==> config.mk <==
export PLATFORM = sky130hd
export DESIGN_NAME = tile_geometry_command_decoder_top_flat
export DESIGN_NICKNAME = d
export VERILOG_FILES = /design/src/sv/tgcd_pkg.sv /design/src/sv/tgcd_req_if.sv /design/src/sv/tgcd_rsp_if.sv /design/src/sv/tile_geometry_command_decoder_top.sv /design/src/sv/tgcd_core.sv /design/src/flat_wrapper.sv
export SDC_FILE = /design/constraint.sdc
export NUM_CORES = 1
export LEC_CHECK = 0
export BUFFER_PORTS_ARGS = -buffer_cell sky130_fd_sc_hd__buf_2
export CAP_MARGIN = 20
export CORE_ASPECT_RATIO = 1.2
export CORE_MARGIN = 3
export CORE_UTILIZATION = 30
export CTS_CLUSTER_DIAMETER = 40
export DETAILED_ROUTE_END_ITERATION = 16
export MAX_ROUTING_LAYER = met4
export SYNTH_ARGS = -nofsm -noshare
export SYNTH_HDL_FRONTEND = slang
export SYNTH_SLANG_ARGS = --single-unit
==> constraint.sdc <==
create_clock -name clock -period 14.4 [get_ports clock]
set_clock_uncertainty 0.1 [all_clocks]
set_input_delay 2.88 -clock clock [delete_from_list [all_inputs] [get_ports clock]]
set_output_delay 2.88 -clock clock [all_outputs]
set_load 0.02 [all_outputs]
==> src/sv/tgcd_pkg.sv <==
package tgcd_pkg;

   // Cursor width; coordinates wrap at this many bits and are sign-extended on output.
   localparam int COORD_BITS = 32;
   localparam int WORD_BITS = 32;
   localparam int COUNT_BITS = 29;
   localparam int MAX_RESULTS = 3;

   localparam logic [2:0] CMD_MOVE_TO = 3'd1;
   localparam logic [2:0] CMD_LINE_TO = 3'd2;
   localparam logic [2:0] CMD_CLOSE_PATH = 3'd7;

   typedef enum logic [1:0] {
      KIND_UNKNOWN = 2'd0,
      KIND_POINT = 2'd1,
      KIND_LINE = 2'd2,
      KIND_POLYGON = 2'd3
   } kind_type;

   typedef enum logic [1:0] {
      PHASE_CMD = 2'd0,
      PHASE_X = 2'd1,
      PHASE_Y = 2'd2
   } phase_type;

   typedef enum logic [1:0] {
      FILL_EMPTY = 2'd0,
      FILL_ONE = 2'd1,
      FILL_TWO = 2'd2,
      FILL_OPEN = 2'd3
   } fill_type;

   typedef struct packed {
      logic signed [31:0] x;
      logic signed [31:0] y;
   } point_type;

   // Results caused by one input word, in emission order from entry 0.
   typedef struct packed {
      logic [1:0] count;
      point_type [MAX_RESULTS-1:0] pts;
      logic [MAX_RESULTS-1:0] start;
   } burst_type;

   function automatic logic [31:0] unzig(input logic [WORD_BITS-1:0] w);
      return {1'b0, w[WORD_BITS-1:1]} ^ {WORD_BITS{w[0]}};
   endfunction

   function automatic logic signed [31:0] wrap_coord(input logic [31:0] s);
      logic signed [COORD_BITS-1:0] t;
      t = s[COORD_BITS-1:0];
      return 32'(t);
   endfunction

endpackage

==> src/sv/tgcd_req_if.sv <==
interface tgcd_req_if;
   logic valid;
   logic ready;
   logic [tgcd_pkg::WORD_BITS-1:0] word;
   logic [1:0] geometry_kind;
   logic final_word;

   modport source (output valid, output word, output geometry_kind, output final_word,
                   input ready);
   modport sink (input valid, input word, input geometry_kind, input final_word,
                 output ready);
endinterface

==> src/sv/tgcd_rsp_if.sv <==
interface tgcd_rsp_if;
   logic valid;
   logic ready;
   logic signed [31:0] vertex_x;
   logic signed [31:0] vertex_y;
   logic ring_start;
   logic run_end;

   modport source (output valid, output vertex_x, output vertex_y, output ring_start,
                   output run_end, input ready);
   modport sink (input valid, input vertex_x, input vertex_y, input ring_start,
                 input run_end, output ready);
endinterface

==> src/sv/tile_geometry_command_decoder_top.sv <==
// Flow: a word waits in the input register until the burst register can take its
// results; its vertices leave from the burst register starting the cycle after it is decoded.
// Throughput: one word per cycle while each word yields at most one vertex and the receiver
// is ready; a word yielding more holds the decoder while they leave by the single output port.
// Reset (synchronous, active high) empties both registers and returns the decoder to
// waiting for a command word with the cursor at the origin and no open ring.
module tile_geometry_command_decoder_top (
   input logic clock,
   input logic reset,
   tgcd_req_if.sink req_chan,
   tgcd_rsp_if.source rsp_chan
);

   // Input register: holds one accepted word until the burst register can take its results.
   logic in_valid_ff, in_valid_in;
   logic [tgcd_pkg::WORD_BITS-1:0] in_word_ff;
   tgcd_pkg::kind_type in_kind_ff;
   logic in_fin_ff;

   // Burst register: the vertices of one decoded word, drained one per handshake.
   tgcd_pkg::burst_type burst_ff;
   tgcd_pkg::burst_type burst;
   logic [1:0] left_ff, left_in;
   logic [1:0] idx_ff, idx_in;

   logic burst_free;
   logic consume;
   logic req_take;
   logic rsp_take;

   assign rsp_take = rsp_chan.valid && rsp_chan.ready;
   // The burst register is free when empty or when its last vertex is leaving this cycle.
   assign burst_free = (left_ff == 2'd0) || ((left_ff == 2'd1) && rsp_chan.ready);
   assign consume = in_valid_ff && burst_free;
   assign req_chan.ready = !in_valid_ff || consume;
   assign req_take = req_chan.valid && req_chan.ready;

   tgcd_core u_core (
      .clock(clock),
      .reset(reset),
      .advance(consume),
      .word(in_word_ff),
      .kind(in_kind_ff),
      .fin(in_fin_ff),
      .burst(burst)
   );

   always_comb begin
      in_valid_in = in_valid_ff;
      if (req_take) begin
         in_valid_in = 1'b1;
      end else if (consume) begin
         in_valid_in = 1'b0;
      end

      left_in = left_ff;
      idx_in = idx_ff;
      if (consume) begin
         left_in = burst.count;
         idx_in = 2'd0;
      end else if (rsp_take) begin
         left_in = left_ff - 2'd1;
         idx_in = idx_ff + 2'd1;
      end
   end

   always_ff @(posedge clock) begin
      if (reset) begin
         in_valid_ff <= 1'b0;
         left_ff <= 2'd0;
         idx_ff <= 2'd0;
      end else begin
         in_valid_ff <= in_valid_in;
         left_ff <= left_in;
         idx_ff <= idx_in;
      end
   end

   always_ff @(posedge clock) begin
      if (req_take) begin
         in_word_ff <= req_chan.word;
         in_kind_ff <= tgcd_pkg::kind_type'(req_chan.geometry_kind);
         in_fin_ff <= req_chan.final_word;
      end
      if (consume) begin
         burst_ff <= burst;
      end
   end

   assign rsp_chan.valid = (left_ff != 2'd0);
   assign rsp_chan.vertex_x = burst_ff.pts[idx_ff].x;
   assign rsp_chan.vertex_y = burst_ff.pts[idx_ff].y;
   assign rsp_chan.ring_start = burst_ff.start[idx_ff];
   // The last vertex of a word is the one that empties the burst register.
   assign rsp_chan.run_end = (left_ff == 2'd1);

   a_no_overrun: assert property (@(posedge clock) disable iff (reset)
      consume && left_ff != 2'd0 |-> left_ff == 2'd1 && rsp_take)
      else $error("burst register overwritten before it drained");

   a_idx_in_range: assert property (@(posedge clock) disable iff (reset)
      rsp_chan.valid |-> (32'(idx_ff) + 32'(left_ff)) <= tgcd_pkg::MAX_RESULTS)
      else $error("burst read index past the stored vertices");

   a_word_drains: assert property (@(posedge clock) disable iff (reset)
      in_valid_ff && !consume |=> in_valid_ff && $stable(in_word_ff))
      else $error("pending word lost before decode");

endmodule

==> src/sv/tgcd_core.sv <==
module tgcd_core (
   input  logic clock,
   input  logic reset,
   input  logic advance,
   input  logic [tgcd_pkg::WORD_BITS-1:0] word,
   input  tgcd_pkg::kind_type kind,
   input  logic fin,
   output tgcd_pkg::burst_type burst
);

   tgcd_pkg::phase_type phase_ff, phase_in;
   tgcd_pkg::fill_type fill_ff, fill_in;
   logic [tgcd_pkg::COUNT_BITS-1:0] pairs_left_ff, pairs_left_in;
   logic moving_ff, moving_in;
   logic signed [31:0] cursor_x_ff, cursor_x_in;
   logic signed [31:0] cursor_y_ff, cursor_y_in;
   logic [tgcd_pkg::WORD_BITS-1:0] held_dx_ff, held_dx_in;
   tgcd_pkg::point_type first_ff, first_in;
   tgcd_pkg::point_type pend0_ff, pend0_in;
   tgcd_pkg::point_type pend1_ff, pend1_in;

   tgcd_pkg::point_type new_pt;
   tgcd_pkg::point_type add_pt;
   logic add_en;
   logic [2:0] cmd;
   logic ring_kind;

   assign cmd = word[2:0];
   assign ring_kind = (kind == tgcd_pkg::KIND_LINE) || (kind == tgcd_pkg::KIND_POLYGON);
   assign new_pt.x = tgcd_pkg::wrap_coord(cursor_x_ff + tgcd_pkg::unzig(held_dx_ff));
   assign new_pt.y = tgcd_pkg::wrap_coord(cursor_y_ff + tgcd_pkg::unzig(word));

   always_comb begin
      phase_in = phase_ff;
      fill_in = fill_ff;
      pairs_left_in = pairs_left_ff;
      moving_in = moving_ff;
      cursor_x_in = cursor_x_ff;
      cursor_y_in = cursor_y_ff;
      held_dx_in = held_dx_ff;
      first_in = first_ff;
      pend0_in = pend0_ff;
      pend1_in = pend1_ff;
      add_en = 1'b0;
      add_pt = new_pt;
      burst = '0;

      unique case (phase_ff)
         tgcd_pkg::PHASE_X: begin
            held_dx_in = word;
            phase_in = tgcd_pkg::PHASE_Y;
         end
         tgcd_pkg::PHASE_Y: begin
            cursor_x_in = new_pt.x;
            cursor_y_in = new_pt.y;
            pairs_left_in = pairs_left_ff - 1'b1;
            phase_in = (pairs_left_in != '0) ? tgcd_pkg::PHASE_X : tgcd_pkg::PHASE_CMD;
            if (kind == tgcd_pkg::KIND_POINT) begin
               if (moving_ff) begin
                  burst.count = 2'd1;
                  burst.pts[0] = new_pt;
                  burst.start[0] = 1'b1;
               end
            end else begin
               add_en = ring_kind;
            end
         end
         default: begin
            phase_in = tgcd_pkg::PHASE_CMD;
            unique case (cmd)
               tgcd_pkg::CMD_MOVE_TO: begin
                  fill_in = tgcd_pkg::FILL_EMPTY;
                  moving_in = 1'b1;
                  pairs_left_in = word[tgcd_pkg::WORD_BITS-1:3];
                  phase_in = (pairs_left_in != '0) ? tgcd_pkg::PHASE_X : tgcd_pkg::PHASE_CMD;
               end
               tgcd_pkg::CMD_LINE_TO: begin
                  moving_in = 1'b0;
                  pairs_left_in = word[tgcd_pkg::WORD_BITS-1:3];
                  phase_in = (pairs_left_in != '0) ? tgcd_pkg::PHASE_X : tgcd_pkg::PHASE_CMD;
               end
               tgcd_pkg::CMD_CLOSE_PATH: begin
                  add_en = ring_kind && (fill_ff != tgcd_pkg::FILL_EMPTY);
                  add_pt = first_ff;
               end
               default: begin
               end
            endcase
         end
      endcase

      // A point joins the open ring; the held points go out once the ring is long enough.
      if (add_en) begin
         unique case (fill_ff)
            tgcd_pkg::FILL_EMPTY: begin
               first_in = add_pt;
               pend0_in = add_pt;
               fill_in = tgcd_pkg::FILL_ONE;
            end
            tgcd_pkg::FILL_ONE: begin
               if (kind == tgcd_pkg::KIND_LINE) begin
                  burst.count = 2'd2;
                  burst.pts[0] = pend0_ff;
                  burst.start[0] = 1'b1;
                  burst.pts[1] = add_pt;
                  fill_in = tgcd_pkg::FILL_OPEN;
               end else begin
                  pend1_in = add_pt;
                  fill_in = tgcd_pkg::FILL_TWO;
               end
            end
            tgcd_pkg::FILL_TWO: begin
               burst.count = 2'd3;
               burst.pts[0] = pend0_ff;
               burst.start[0] = 1'b1;
               burst.pts[1] = pend1_ff;
               burst.pts[2] = add_pt;
               fill_in = tgcd_pkg::FILL_OPEN;
            end
            default: begin
               burst.count = 2'd1;
               burst.pts[0] = add_pt;
            end
         endcase
      end

      if (fin) begin
         phase_in = tgcd_pkg::PHASE_CMD;
         fill_in = tgcd_pkg::FILL_EMPTY;
         pairs_left_in = '0;
         moving_in = 1'b0;
         cursor_x_in = '0;
         cursor_y_in = '0;
      end
   end

   always_ff @(posedge clock) begin
      if (reset) begin
         phase_ff <= tgcd_pkg::PHASE_CMD;
         fill_ff <= tgcd_pkg::FILL_EMPTY;
         pairs_left_ff <= '0;
         moving_ff <= 1'b0;
         cursor_x_ff <= '0;
         cursor_y_ff <= '0;
      end else if (advance) begin
         phase_ff <= phase_in;
         fill_ff <= fill_in;
         pairs_left_ff <= pairs_left_in;
         moving_ff <= moving_in;
         cursor_x_ff <= cursor_x_in;
         cursor_y_ff <= cursor_y_in;
      end
   end

   // Held delta and ring points are always written before they are read.
   always_ff @(posedge clock) begin
      if (advance) begin
         held_dx_ff <= held_dx_in;
         first_ff <= first_in;
         pend0_ff <= pend0_in;
         pend1_ff <= pend1_in;
      end
   end

   a_x_has_pairs: assert property (@(posedge clock) disable iff (reset)
      phase_ff == tgcd_pkg::PHASE_X |-> pairs_left_ff != '0)
      else $error("parameter phase entered with no pairs left");

   a_burst_starts_ring: assert property (@(posedge clock) disable iff (reset)
      advance && burst.count > 2'd1 |-> burst.start[0])
      else $error("multi-vertex burst does not open a ring");

   a_three_from_two: assert property (@(posedge clock) disable iff (reset)
      advance && burst.count == 2'd3 |-> fill_ff == tgcd_pkg::FILL_TWO)
      else $error("three vertices emitted without two held points");

endmodule

==> src/flat_wrapper.sv <==
// flat-port wrapper written by rule: the top's interface ports become plain ports
module tile_geometry_command_decoder_top_flat 
  (clock, reset, req_chan_valid, req_chan_word, req_chan_geometry_kind, req_chan_final_word, req_chan_ready, rsp_chan_valid, rsp_chan_vertex_x, rsp_chan_vertex_y, rsp_chan_ring_start, rsp_chan_run_end, rsp_chan_ready);
  tgcd_req_if req_chan_i ();
  tgcd_rsp_if rsp_chan_i ();
  input logic clock;
  input logic reset;
  input wire logic [$bits(req_chan_i.valid)-1:0] req_chan_valid;
  input wire logic [$bits(req_chan_i.word)-1:0] req_chan_word;
  input wire logic [$bits(req_chan_i.geometry_kind)-1:0] req_chan_geometry_kind;
  input wire logic [$bits(req_chan_i.final_word)-1:0] req_chan_final_word;
  output wire logic [$bits(req_chan_i.ready)-1:0] req_chan_ready;
  output wire logic [$bits(rsp_chan_i.valid)-1:0] rsp_chan_valid;
  output wire logic [$bits(rsp_chan_i.vertex_x)-1:0] rsp_chan_vertex_x;
  output wire logic [$bits(rsp_chan_i.vertex_y)-1:0] rsp_chan_vertex_y;
  output wire logic [$bits(rsp_chan_i.ring_start)-1:0] rsp_chan_ring_start;
  output wire logic [$bits(rsp_chan_i.run_end)-1:0] rsp_chan_run_end;
  input wire logic [$bits(rsp_chan_i.ready)-1:0] rsp_chan_ready;
  assign req_chan_i.valid = req_chan_valid;
  assign req_chan_i.word = req_chan_word;
  assign req_chan_i.geometry_kind = req_chan_geometry_kind;
  assign req_chan_i.final_word = req_chan_final_word;
  assign req_chan_ready = req_chan_i.ready;
  assign rsp_chan_valid = rsp_chan_i.valid;
  assign rsp_chan_vertex_x = rsp_chan_i.vertex_x;
  assign rsp_chan_vertex_y = rsp_chan_i.vertex_y;
  assign rsp_chan_ring_start = rsp_chan_i.ring_start;
  assign rsp_chan_run_end = rsp_chan_i.run_end;
  assign rsp_chan_i.ready = rsp_chan_ready;
  tile_geometry_command_decoder_top u_core (.clock(clock), .reset(reset), .req_chan(req_chan_i), .rsp_chan(rsp_chan_i));
endmodule
==> flow_summary_export.csv, run 1 <==
group,metric,value,unit
drt,firstDrtPassIters,5,
layout,insertedDiodeCount,0,
global_route,overflow,0,
clocking,post_cts_buffers,0,
critical_path,worstPathArrival,4.11,ns
min_path,hold_start,"u_core.u_core.cursor_x_ff[29]$_SDFFE_PP0P_",
clocking,tritoncts,"done",
synth,synth_edf_count,388,
layout,mostFrequentLayoutCells,"edfxtp_1, nand2_1, nor2_1, o21ai_0, a21oi_1",
die,rows,116,
global_route,grt_pass1_vias,18500,
critical_path,cp-start-kind,"input pin",
sta,drv_slew,0,
layout,final_common_cell,"edfxtp_1",
layout,multi_input_area,0.0109,sq mm
synth,synth-async-reset-ratio,0,%
drt,routed-via-count,19100,
critical_path,startpoint,"rsp_chan_ready",
critical_path,critical_path.top_delay_family,"compound AO/OA/AOI/OAI gates",
clocking,cts_resized,0,
critical_path,end_kind,"primary output",
sta,rsz0062_at_grt,"no",
die,pin_count,107,
sta,period_share,49.2,%
global_route,grt_use_total,16.9,%
sta,fin_setup_tns,0,ns
layout,ff_latch_area,0.0137,sq mm
clocking,cts.sinks,491,
synth,synth.distinct_cells,78,
global_route,antenna_found_initial,1,
critical_path,critPathKind,"in2out",
die,initial_core_util,30.4,%
clocking,htreeDepth,3,
synth,syn-mean-instance-area,10.5,sq um
die,die_width,272,um
sta,worstMarginPinSlew,0.984,ns
global_route,grt_pass1_wl,112000,um
sta,hold_viol,0,
critical_path,reg2reg_from,"u_core.in_word_ff[0]$_DFFE_PP_",
synth,synth.yosys.warnings,0,
die,coreArea,0.0837,sq mm
critical_path,max_stage_delay,0.73,ns
sta,fmax,0.141,GHz
synth,synthTopCellsByArea,"edfxtp_1, dfxtp_1, o21ai_0",
outcome,status,"finished clean",
layout,nFillCells,8297,
critical_path,critPathSlowestCell,"a21oi_1",
critical_path,cp_num_buf_inv,2,
drt,route.detailed.drc,0,
drt,wl_per_cell,20.1,um
power_and_ir_drop,power.density,127,mW/mm^2
run,max_cap_violations,0,
clocking,numCtsBuffers,74,
synth,syn_area,0.0254,sq mm
critical_path,worstPathRequired,11.42,ns
placed_design,globalplace.congestion,0.900,
layout,drive_above_1_share,12.6,%
clocking,holdBufCountCts,0,
synth,synthFlopType,"edfxtp_1",
synth,seq_area_frac_synth,53.9,%
min_path,min_path_type,"reg2reg",
synth,yosysTopAreaCell,"edfxtp_1",
global_route,grt_max_degree,133,
synth,ys_ff_latch,491,
placed_design,placed_area,0.0272,sq mm
critical_path,path_cells,"buf_2, a21oi_1, nand2_1, buf_2",
power_and_ir_drop,peakVddDrop,0.0000803,V
clocking,cts_max_path_buffers,3,
sta,period_needed,7.09,ns
drt,antenna_left,0,
drt,drt_iter0_markers,1766,
sta,slew_headroom,34.4,%
sta,finalSetupViolCount,0,
synth,syn_inst,2425,
layout,finalNetCount,2626,
clocking,clkLatencyLatePin,0.62,ns
die,dieArea,0.0883,sq mm
layout,design_area,0.0297,sq mm
synth,synthesis.nets,2548,
critical_path,critPathMaxFanout,3,
drt,drt-total-wl,74200,um
placed_design,port_buffers,106,
placed_design,dp_hpwl,49900,um
clocking,path_clk_slew,0.06,ns
critical_path,cpMostUsedCell,"buf_2",
die,die-height,325,um
synth,yosysTopAreaCellShare,45.8,%
drt,via_per_inst,5.19,
power_and_ir_drop,power.leakage,10.7,nW
clocking,cts_root_buf,"clkbuf_16",
layout,area_growth,16.7,%
==> flip-flops by register name (all words and copies together) (netlist names), 2 cells and up <==
register / count
u_core.burst_ff: 193
u_core.u_core.pend0_ff: 64
u_core.u_core.pend1_ff: 64
u_core.in_word_ff: 32
u_core.u_core.cursor_x_ff: 32
u_core.u_core.cursor_y_ff: 32
u_core.u_core.held_dx_ff: 32
u_core.u_core.pairs_left_ff: 29
u_core.idx_ff: 2
u_core.in_kind_ff: 2
u_core.left_ff: 2
u_core.u_core.fill_ff: 2
u_core.u_core.phase_ff: 2
==> synthesized netlist by cell type, types with 10 or more instances <==
cell and count:
a21o_1 27, mux2_2 11, nor4_1 16, and3_1 19, a31oi_1 13, o22ai_1 12
ha_1 82, o21bai_1 10, o21ai_0 210, nor2b_1 11, nand4_1 20, nor3_1 41
nor2_1 218, nand3_1 36, a22o_1 64, clkbuf_1 135, a21oi_1 134, o21a_1 16
inv_1 74, a22oi_1 63, mux2i_1 95, or3_1 12, nand2b_1 12, a211oi_1 26
edfxtp_1 388, xor2_1 84, o211ai_1 11, nand2_1 273, nor3b_1 10, xnor2_1 40
and2_1 45, dfxtp_1 103
==> routing by layer <==
layer,share of wire (%),GRT usage (%),up-vias
li1,-,-,9120
met4,2.6,5.65,0
met3,5.7,2.52,131
met2,47,27.2,567
met5,0,-,-
met1,44,21.7,9316
==> logic make-up after synthesis <==
family                     after synthesis  synth area share, %
xor gates and xnor gates               126                 4.45
AOI/OAI and AO/OA                      653                 16.5
muxes                                  106                 4.23
and+or+nand+nor                        741                 13.4
DFF                                    491                 53.9
buffers and inverters                  224                 3.34
adders and majority gates               84                 4.19
==> final cells by class <==
type,count,area share (%)
tap,1121,4.73
inverter,74,0.961
timing repair buffer,152,2.95
multi-input combinational,1710,36.9
sequential,491,46.2
clock buffer,81,6.54
clock inverter,57,1.75
==> report_power, final <==
part | internal, mW | switching, mW
registers | 1.59 | 0.0393
clock network | 1.04 | 0.715
logic | 0.115 | 0.257
==> tightest hold or removal path, cell delays in order (launching register included) <==
cell and delay [ns]:
dfxtp_1 0.31, nand2_1 0.05, nand2_1 0.04
==> metrics by stage <==
step           std cells  util, %  power, mW  worst slack [ns]  hold slack [ns]
2_1_floorplan       2425        -       1.90              3.07            0.327
6_report            3686     35.4       3.76              7.31            0.352
5_1_grt             3686     35.4       3.90              7.34            0.400
4_1_cts             3685     35.4       3.80              7.44            0.355
3_3_place_gp        3547     32.5       2.03              7.42            0.344
3_5_place_dp        3547     32.5       2.04              7.45            0.342
==> final timing paths <==
check	endpoint	slack, ns	cells after the start
worst max-delay path	req_chan_ready	7.31	4
worst min-delay path	u_core.u_core.cursor_x_ff[29]$_SDFFE_PP0P_	0.35	2
worst max register to register	u_core.burst_ff[48]$_DFFE_PP_	9.61	9
worst min register to register	u_core.u_core.cursor_x_ff[29]$_SDFFE_PP0P_	0.35	2
(Power assumes the default switching activity.)
==> run 2: changes to the inputs <==
- clock period: 14.4 -> 7.2 ns (I/O delays scaled with it)
==> flow_summary_export.csv, run 2 (same netlist as run 1, synthesis figures left out) <==
group,metric,value,unit
die,pin_count,107,
critical_path,cp-start-kind,"flop",
sta,hold_viol,0,
clocking,cts.sinks,491,
global_route,grt_use_total,17.0,%
clocking,holdBufCountCts,0,
die,rows,116,
clocking,htreeDepth,3,
min_path,hold_start,"u_core.u_core.cursor_x_ff[29]$_SDFFE_PP0P_",
sta,fmax,0.196,GHz
layout,reg_top3,"u_core.burst_ff x193, u_core.u_core.pend0_ff x64, u_core.u_core.pend1_ff x64",
drt,routed-via-count,19200,
drt,antenna_left,0,
placed_design,dp_hpwl,50500,um
sta,drv_slew,0,
critical_path,r2r_slack,2.11,ns
outcome,status,"finished clean",
drt,route.detailed.drc,0,
power_and_ir_drop,peakVddDrop,0.000169,V
critical_path,reg2reg_from,"u_core.in_word_ff[0]$_DFFE_PP_",
min_path,whs_path_depth,2,
layout,area_growth,16.7,%
critical_path,critPathMaxFanout,23,
die,die-height,325,um
die,dieArea,0.0883,sq mm
layout,regMostFlops,"u_core.burst_ff",
placed_design,globalplace.congestion,0.910,
critical_path,worstPathArrival,5.47,ns
drt,wl_per_cell,20.3,um
clocking,cts_root_buf,"clkbuf_16",
global_route,grt_max_degree,125,
die,initial_core_util,30.4,%
layout,mostFrequentLayoutCells,"edfxtp_1, nand2_1, nor2_1, o21ai_0, a21oi_1",
sta,finalSetupViolCount,0,
clocking,path_clk_slew,0.06,ns
drt,drt-total-wl,74700,um
sta,period_needed,5.09,ns
layout,final_common_cell,"edfxtp_1",
clocking,cts_resized,0,
drt,via_per_inst,5.21,
placed_design,dp_slack,2.18,ns
power_and_ir_drop,power.density,254,mW/mm^2
global_route,antenna_found_initial,0,
run,max_cap_violations,0,
sta,whs,0.352,ns
die,coreArea,0.0837,sq mm
power_and_ir_drop,power.leakage,10.7,nW
drt,firstDrtPassIters,12,
sta,fin_ws,2.11,ns
clocking,cts_max_path_buffers,3,
sta,fin_setup_tns,0,ns
sta,slew_headroom,25.1,%
layout,drive_above_1_share,12.5,%
sta,rsz0062_at_grt,"no",
critical_path,end_kind,"flop",
placed_design,port_buffers,106,
min_path,min_path_type,"reg2reg",
min_path,hold_end,"u_core.u_core.cursor_x_ff[29]$_SDFFE_PP0P_",
clocking,tritoncts,"done",
sta,period_share,70.7,%
layout,finalNetCount,2628,
global_route,grt_pass1_vias,18300,
critical_path,critPathKind,"reg2reg",
layout,largest_reg_flops,193,
die,die_width,272,um
global_route,overflow,0,
critical_path,r2r_end,"u_core.burst_ff[49]$_DFFE_PP_",
sta,worstMarginPinSlew,1.12,ns
clocking,numCtsBuffers,71,
clocking,post_cts_buffers,0,
clocking,clkLatencyLatePin,0.62,ns
drt,drt_iter0_markers,1444,
global_route,grt_pass1_wl,113000,um
critical_path,worstPathRequired,7.58,ns
critical_path,reg2regPathDepth,8,
layout,insertedDiodeCount,0,
run 2: cell types whose count changed in the layout (fill, tap and decap cells not counted), sizes merged:
cell	previous run	this run
clkinv	30	18
inv	90	92
clkinvlp	9	3
bufinv	2	5
buf	152	157
clkbuf	81	84
run 2: worst max-delay path, cell delays in order, from the launching register on:
cell	delay [ns]
edfxtp_1	0.98
ha_1	0.36
nand3_4	0.32
o21ai_0	0.38
nand2_1	0.60
nor3_1	1.01
o21bai_4	0.48
buf_4	0.45
a22o_1	0.21
run 2: report_power, final:
part	switching (mW)	internal [mW]
logic	0.505	0.229
registers	0.0890	3.19
clock network	1.40	2.12
run 2: metal layers:
metal	part of all wire [%]	track usage (%)	routed length, um	vias to the layer above
li1	-	-	-	9109
met1	45	22.6	33300	9299
met2	47	26.7	34900	669
met3	6.4	2.49	4800	119
met4	2.4	5.33	1800	0
met5	0	-	0	-
run 2: worst max-delay path by stage:
stage | endpoint | cells past startpoint | from
3_5_place_dp | u_core.burst_ff[49]$_DFFE_PP_ | 8 | u_core.in_word_ff[0]$_DFFE_PP_
3_3_place_gp | u_core.burst_ff[61]$_DFFE_PP_ | 9 | u_core.in_word_ff[0]$_DFFE_PP_
2_1_floorplan | u_core.u_core.pend1_ff[0]$_DFFE_PP_ | 4 | rsp_chan_ready
5_1_grt | u_core.burst_ff[65]$_DFFE_PP_ | 9 | u_core.in_word_ff[0]$_DFFE_PP_
6_report | u_core.burst_ff[49]$_DFFE_PP_ | 8 | u_core.in_word_ff[0]$_DFFE_PP_
4_1_cts | u_core.burst_ff[49]$_DFFE_PP_ | 8 | u_core.in_word_ff[0]$_DFFE_PP_
run 2: through the flow:
| step | util, % | cells | cell area (sq um) | total power, mW |
|---|---|---|---|---|
| 2_1_floorplan | - | 2425 | 25400 | 3.78 |
| 3_3_place_gp | 32.5 | 3553 | 27300 | 4.06 |
| 3_5_place_dp | 32.5 | 3553 | 27300 | 4.07 |
| 4_1_cts | 35.4 | 3681 | 29700 | 7.61 |
| 5_1_grt | 35.4 | 3681 | 29700 | 7.80 |
| 6_report | 35.4 | 3681 | 29700 | 7.53 |
run 2: final cells by class:
| cell class | instances | area (sq um) |
|---|---|---|
| Clock inverter | 44 | 522 |
| Tap cell | 1121 | 1400 |
| Fill cell | 8383 | 54100 |
| Timing Repair Buffer | 157 | 913 |
| Inverter | 74 | 285 |
| Clock buffer | 84 | 1900 |
| Multi-Input combinational cell | 1710 | 10900 |
| Sequential cell | 491 | 13700 |
==> run 3: changes to the inputs <==
- ABC_AREA: default -> 1
- clock period: 7.2 -> 5.3 ns (I/O delays scaled with it)
==> flow_summary_export.csv, run 3 <==
group,metric,value,unit
layout,mostFrequentLayoutCells,"nand2_1, edfxtp_1, nor2_1, inv_1, a21oi_1",
sta,slew_headroom,32.7,%
synth,synthTopCellsByArea,"edfxtp_1, nand2_1, dfxtp_1",
synth,synth.distinct_cells,52,
sta,drv_slew,0,
min_path,min_path_type,"reg2reg",
power_and_ir_drop,fin_total_pwr,12.1,mW
global_route,grt_max_degree,133,
run,max_cap_violations,0,
clocking,cts_resized,0,
placed_design,dp_hpwl,56900,um
die,pin_count,107,
die,die-height,334,um
sta,fin_ws,1.23,ns
critical_path,critPathKind,"reg2out",
critical_path,end_kind,"primary output",
layout,drive_above_1_share,11.5,%
power_and_ir_drop,peakVddDrop,0.000223,V
layout,insertedDiodeCount,0,
drt,wl_per_cell,18.5,um
sta,period_needed,4.07,ns
power_and_ir_drop,power_frac_seq,39.1,%
sta,fmax,0.246,GHz
critical_path,r2r_slack,1.56,ns
sta,period_share,76.8,%
synth,synth_edf_count,388,
global_route,antenna_found_initial,2,
critical_path,path_cells,"buf_4, buf_4, nor2_1, o31ai_1, buf_2",
drt,antenna_left,0,
critical_path,reg2reg_from,"u_core.in_word_ff[0]$_DFFE_PP_",
synth,synthesis.nets,3327,
placed_design,dp_slack,1.56,ns
clocking,htreeDepth,3,
synth,synthFlopType,"edfxtp_1",
placed_design,port_buffers,106,
die,initial_core_util,30.5,%
layout,largest_reg_flops,193,
layout,area_growth,16.3,%
drt,drt-total-wl,83100,um
sta,hold_viol,0,
critical_path,critPathSlowestCell,"buf_4",
sta,rsz0062_at_grt,"no",
die,rows,119,
global_route,overflow,0,
power_and_ir_drop,power.density,385,mW/mm^2
power_and_ir_drop,power.leakage,12.4,nW
critical_path,worstPathRequired,4.14,ns
clocking,path_clk_slew,0.05,ns
critical_path,critPathMaxFanout,39,
critical_path,max_stage_delay,0.62,ns
sta,worstMarginPinSlew,1.01,ns
layout,ff_latch_area,0.0137,sq mm
layout,nFillCells,8953,
critical_path,worstPathArrival,2.91,ns
clocking,tritoncts,"done",
critical_path,reg2regPathDepth,18,
clocking,holdBufCountCts,0,
layout,regMostFlops,"u_core.burst_ff",
clocking,cts.sinks,491,
layout,multi_input_area,0.0115,sq mm
synth,synth_most_common_cell,"nand2_1",
synth,synth.yosys.warnings,0,
min_path,hold_end,"u_core.u_core.cursor_y_ff[2]$_SDFFE_PP0P_",
clocking,numCtsBuffers,75,
placed_design,placed_area,0.0287,sq mm
min_path,hold_start,"u_core.u_core.cursor_y_ff[2]$_SDFFE_PP0P_",
layout,final_common_cell,"nand2_1",
synth,syn_area,0.0269,sq mm
synth,synth_common_cells,"nand2_1, edfxtp_1, nor2_1",
synth,ys_ff_latch,491,
die,die_width,279,um
power_and_ir_drop,p_comb_share,19.0,%
power_and_ir_drop,p_sw,3.86,mW
synth,syn_inst,3204,
synth,seq_area_frac_synth,51.0,%
synth,yosysTopAreaCellShare,43.3,%
critical_path,cpMostUsedCell,"buf_4",
min_path,whs_path_depth,2,
global_route,grt_pass1_wl,128000,um
synth,yosysTopAreaCell,"edfxtp_1",
placed_design,globalplace.congestion,0.956,
synth,syn-mean-instance-area,8.40,sq um
layout,reg_top3,"u_core.burst_ff x193, u_core.u_core.pend0_ff x64, u_core.u_core.pend1_ff x64",
power_and_ir_drop,switching_share,32.0,%
drt,route.detailed.drc,0,
critical_path,r2r_end,"u_core.burst_ff[15]$_DFFE_PP_",
power_and_ir_drop,pwr-share-clk,41.9,%
synth,synth-async-reset-ratio,0,%
clocking,clkLatencyLatePin,0.63,ns
power_and_ir_drop,intPower,8.21,mW
clocking,post_cts_buffers,0,
sta,finalSetupViolCount,0,
clocking,cts_max_path_buffers,3,
clocking,cts_root_buf,"clkbuf_16",
critical_path,cp_num_buf_inv,3,
outcome,status,"finished clean",
drt,firstDrtPassIters,5,
die,dieArea,0.0933,sq mm
layout,finalNetCount,3403,
drt,routed-via-count,22300,
drt,via_per_inst,4.96,
global_route,grt_pass1_vias,21500,
global_route,grt_use_total,18.1,%
critical_path,critical_path.top_delay_family,"buffers and inverters",
layout,design_area,0.0313,sq mm
drt,drt_iter0_markers,1849,
critical_path,cp-start-kind,"flop",
die,coreArea,0.0883,sq mm
[run 3: cell count changes in the layout (fill, tap and decap cells not counted), moves of 22 or more]
| cell | previous run | this run |
|---|---|---|
| o31ai_1 | 7 | 66 |
| a21o_1 | 27 | 5 |
| a21oi_1 | 134 | 260 |
| nand3_1 | 35 | 234 |
| inv_1 | 73 | 296 |
| nor2_1 | 217 | 346 |
| nand2_1 | 273 | 824 |
| o21ai_0 | 207 | 127 |
| a211oi_1 | 26 | 1 |
| mux2i_1 | 95 | 0 |
| a22oi_1 | 63 | 0 |
| a22o_1 | 64 | 0 |
| and2_1 | 45 | 2 |
[run 3: area by class of cell]
| cell class | instances | area share [%] |
|---|---|---|
| sequential | 491 | 43.8 |
| multi-input combinational | 2258 | 36.7 |
| clock buffer | 87 | 6.47 |
| tap | 1149 | 4.59 |
| inverter | 311 | 3.74 |
| timing repair buffer | 143 | 2.78 |
| clock inverter | 53 | 1.90 |
[run 3: cells by family (layout without fill, tap and decap cells)]
| kind of cell | count (synthesis) | count (layout) | synth area share [%] |
|---|---|---|---|
| flops | 491 | 491 | 51.0 |
| buf+inv | 455 | 594 | 6.55 |
| compound gates | 539 | 539 | 11.3 |
| xor+xnor | 97 | 97 | 3.30 |
| fa+ha+maj | 84 | 84 | 3.96 |
| simple gates | 1538 | 1538 | 23.9 |
[run 3: worst max path at each step]
stage	from	cells past startpoint	end	slack, ns
finish	u_core.idx_ff[0]$_SDFFE_PP0P_	5	rsp_chan_vertex_x[27]	1.23
global route	u_core.idx_ff[0]$_SDFFE_PP0P_	5	rsp_chan_vertex_x[27]	1.08
CTS	u_core.idx_ff[0]$_SDFFE_PP0P_	5	rsp_chan_vertex_x[27]	1.14
detailed placement	rsp_chan_ready	5	u_core.burst_ff[30]$_DFFE_PP_	1.56
global placement	rsp_chan_ready	5	u_core.burst_ff[32]$_DFFE_PP_	1.58
floorplan	rsp_chan_ready	4	u_core.u_core.pend0_ff[0]$_DFFE_PP_	-1.74
[run 3: routing by layer]
metal  GRT usage (%)  share of wire, %  wire, um
met1            24.0                45     37500
met2            28.6                46     38000
met3            2.67               6.3      5210
met4            5.95               2.9      2380
met5               -                 0         0
[run 3: worst min-delay path, stage by stage, from the launching register on]
cell,delay (ns)
dfxtp_1,0.31
nand2_1,0.06
a21oi_1,0.05
[run 3: power by group through the flow]
| stage | Sequential, mW | Clock [mW] | Combinational, mW |
|---|---|---|---|
| final | 4.72 | 5.05 | 2.30 |
| after global placement | 4.79 | 0 | 2.31 |
| after floorplan | 4.73 | 0 | 1.56 |
| after CTS | 4.71 | 5.14 | 2.33 |
| after detailed placement | 4.79 | 0 | 2.32 |
| after global routing | 4.74 | 5.32 | 2.53 |
[run 3: metrics by stage]
stage / utilization [%] / hold WS, ns / setup TNS (ns) / std cells
floorplan: - / 0.340 / -225.05 / 3204
global placement: 32.5 / 0.354 / 0 / 4352
detailed placement: 32.5 / 0.357 / 0 / 4352
CTS: 35.5 / 0.365 / 0 / 4492
global route: 35.5 / 0.388 / 0 / 4492
finish: 35.5 / 0.367 / 0 / 4492
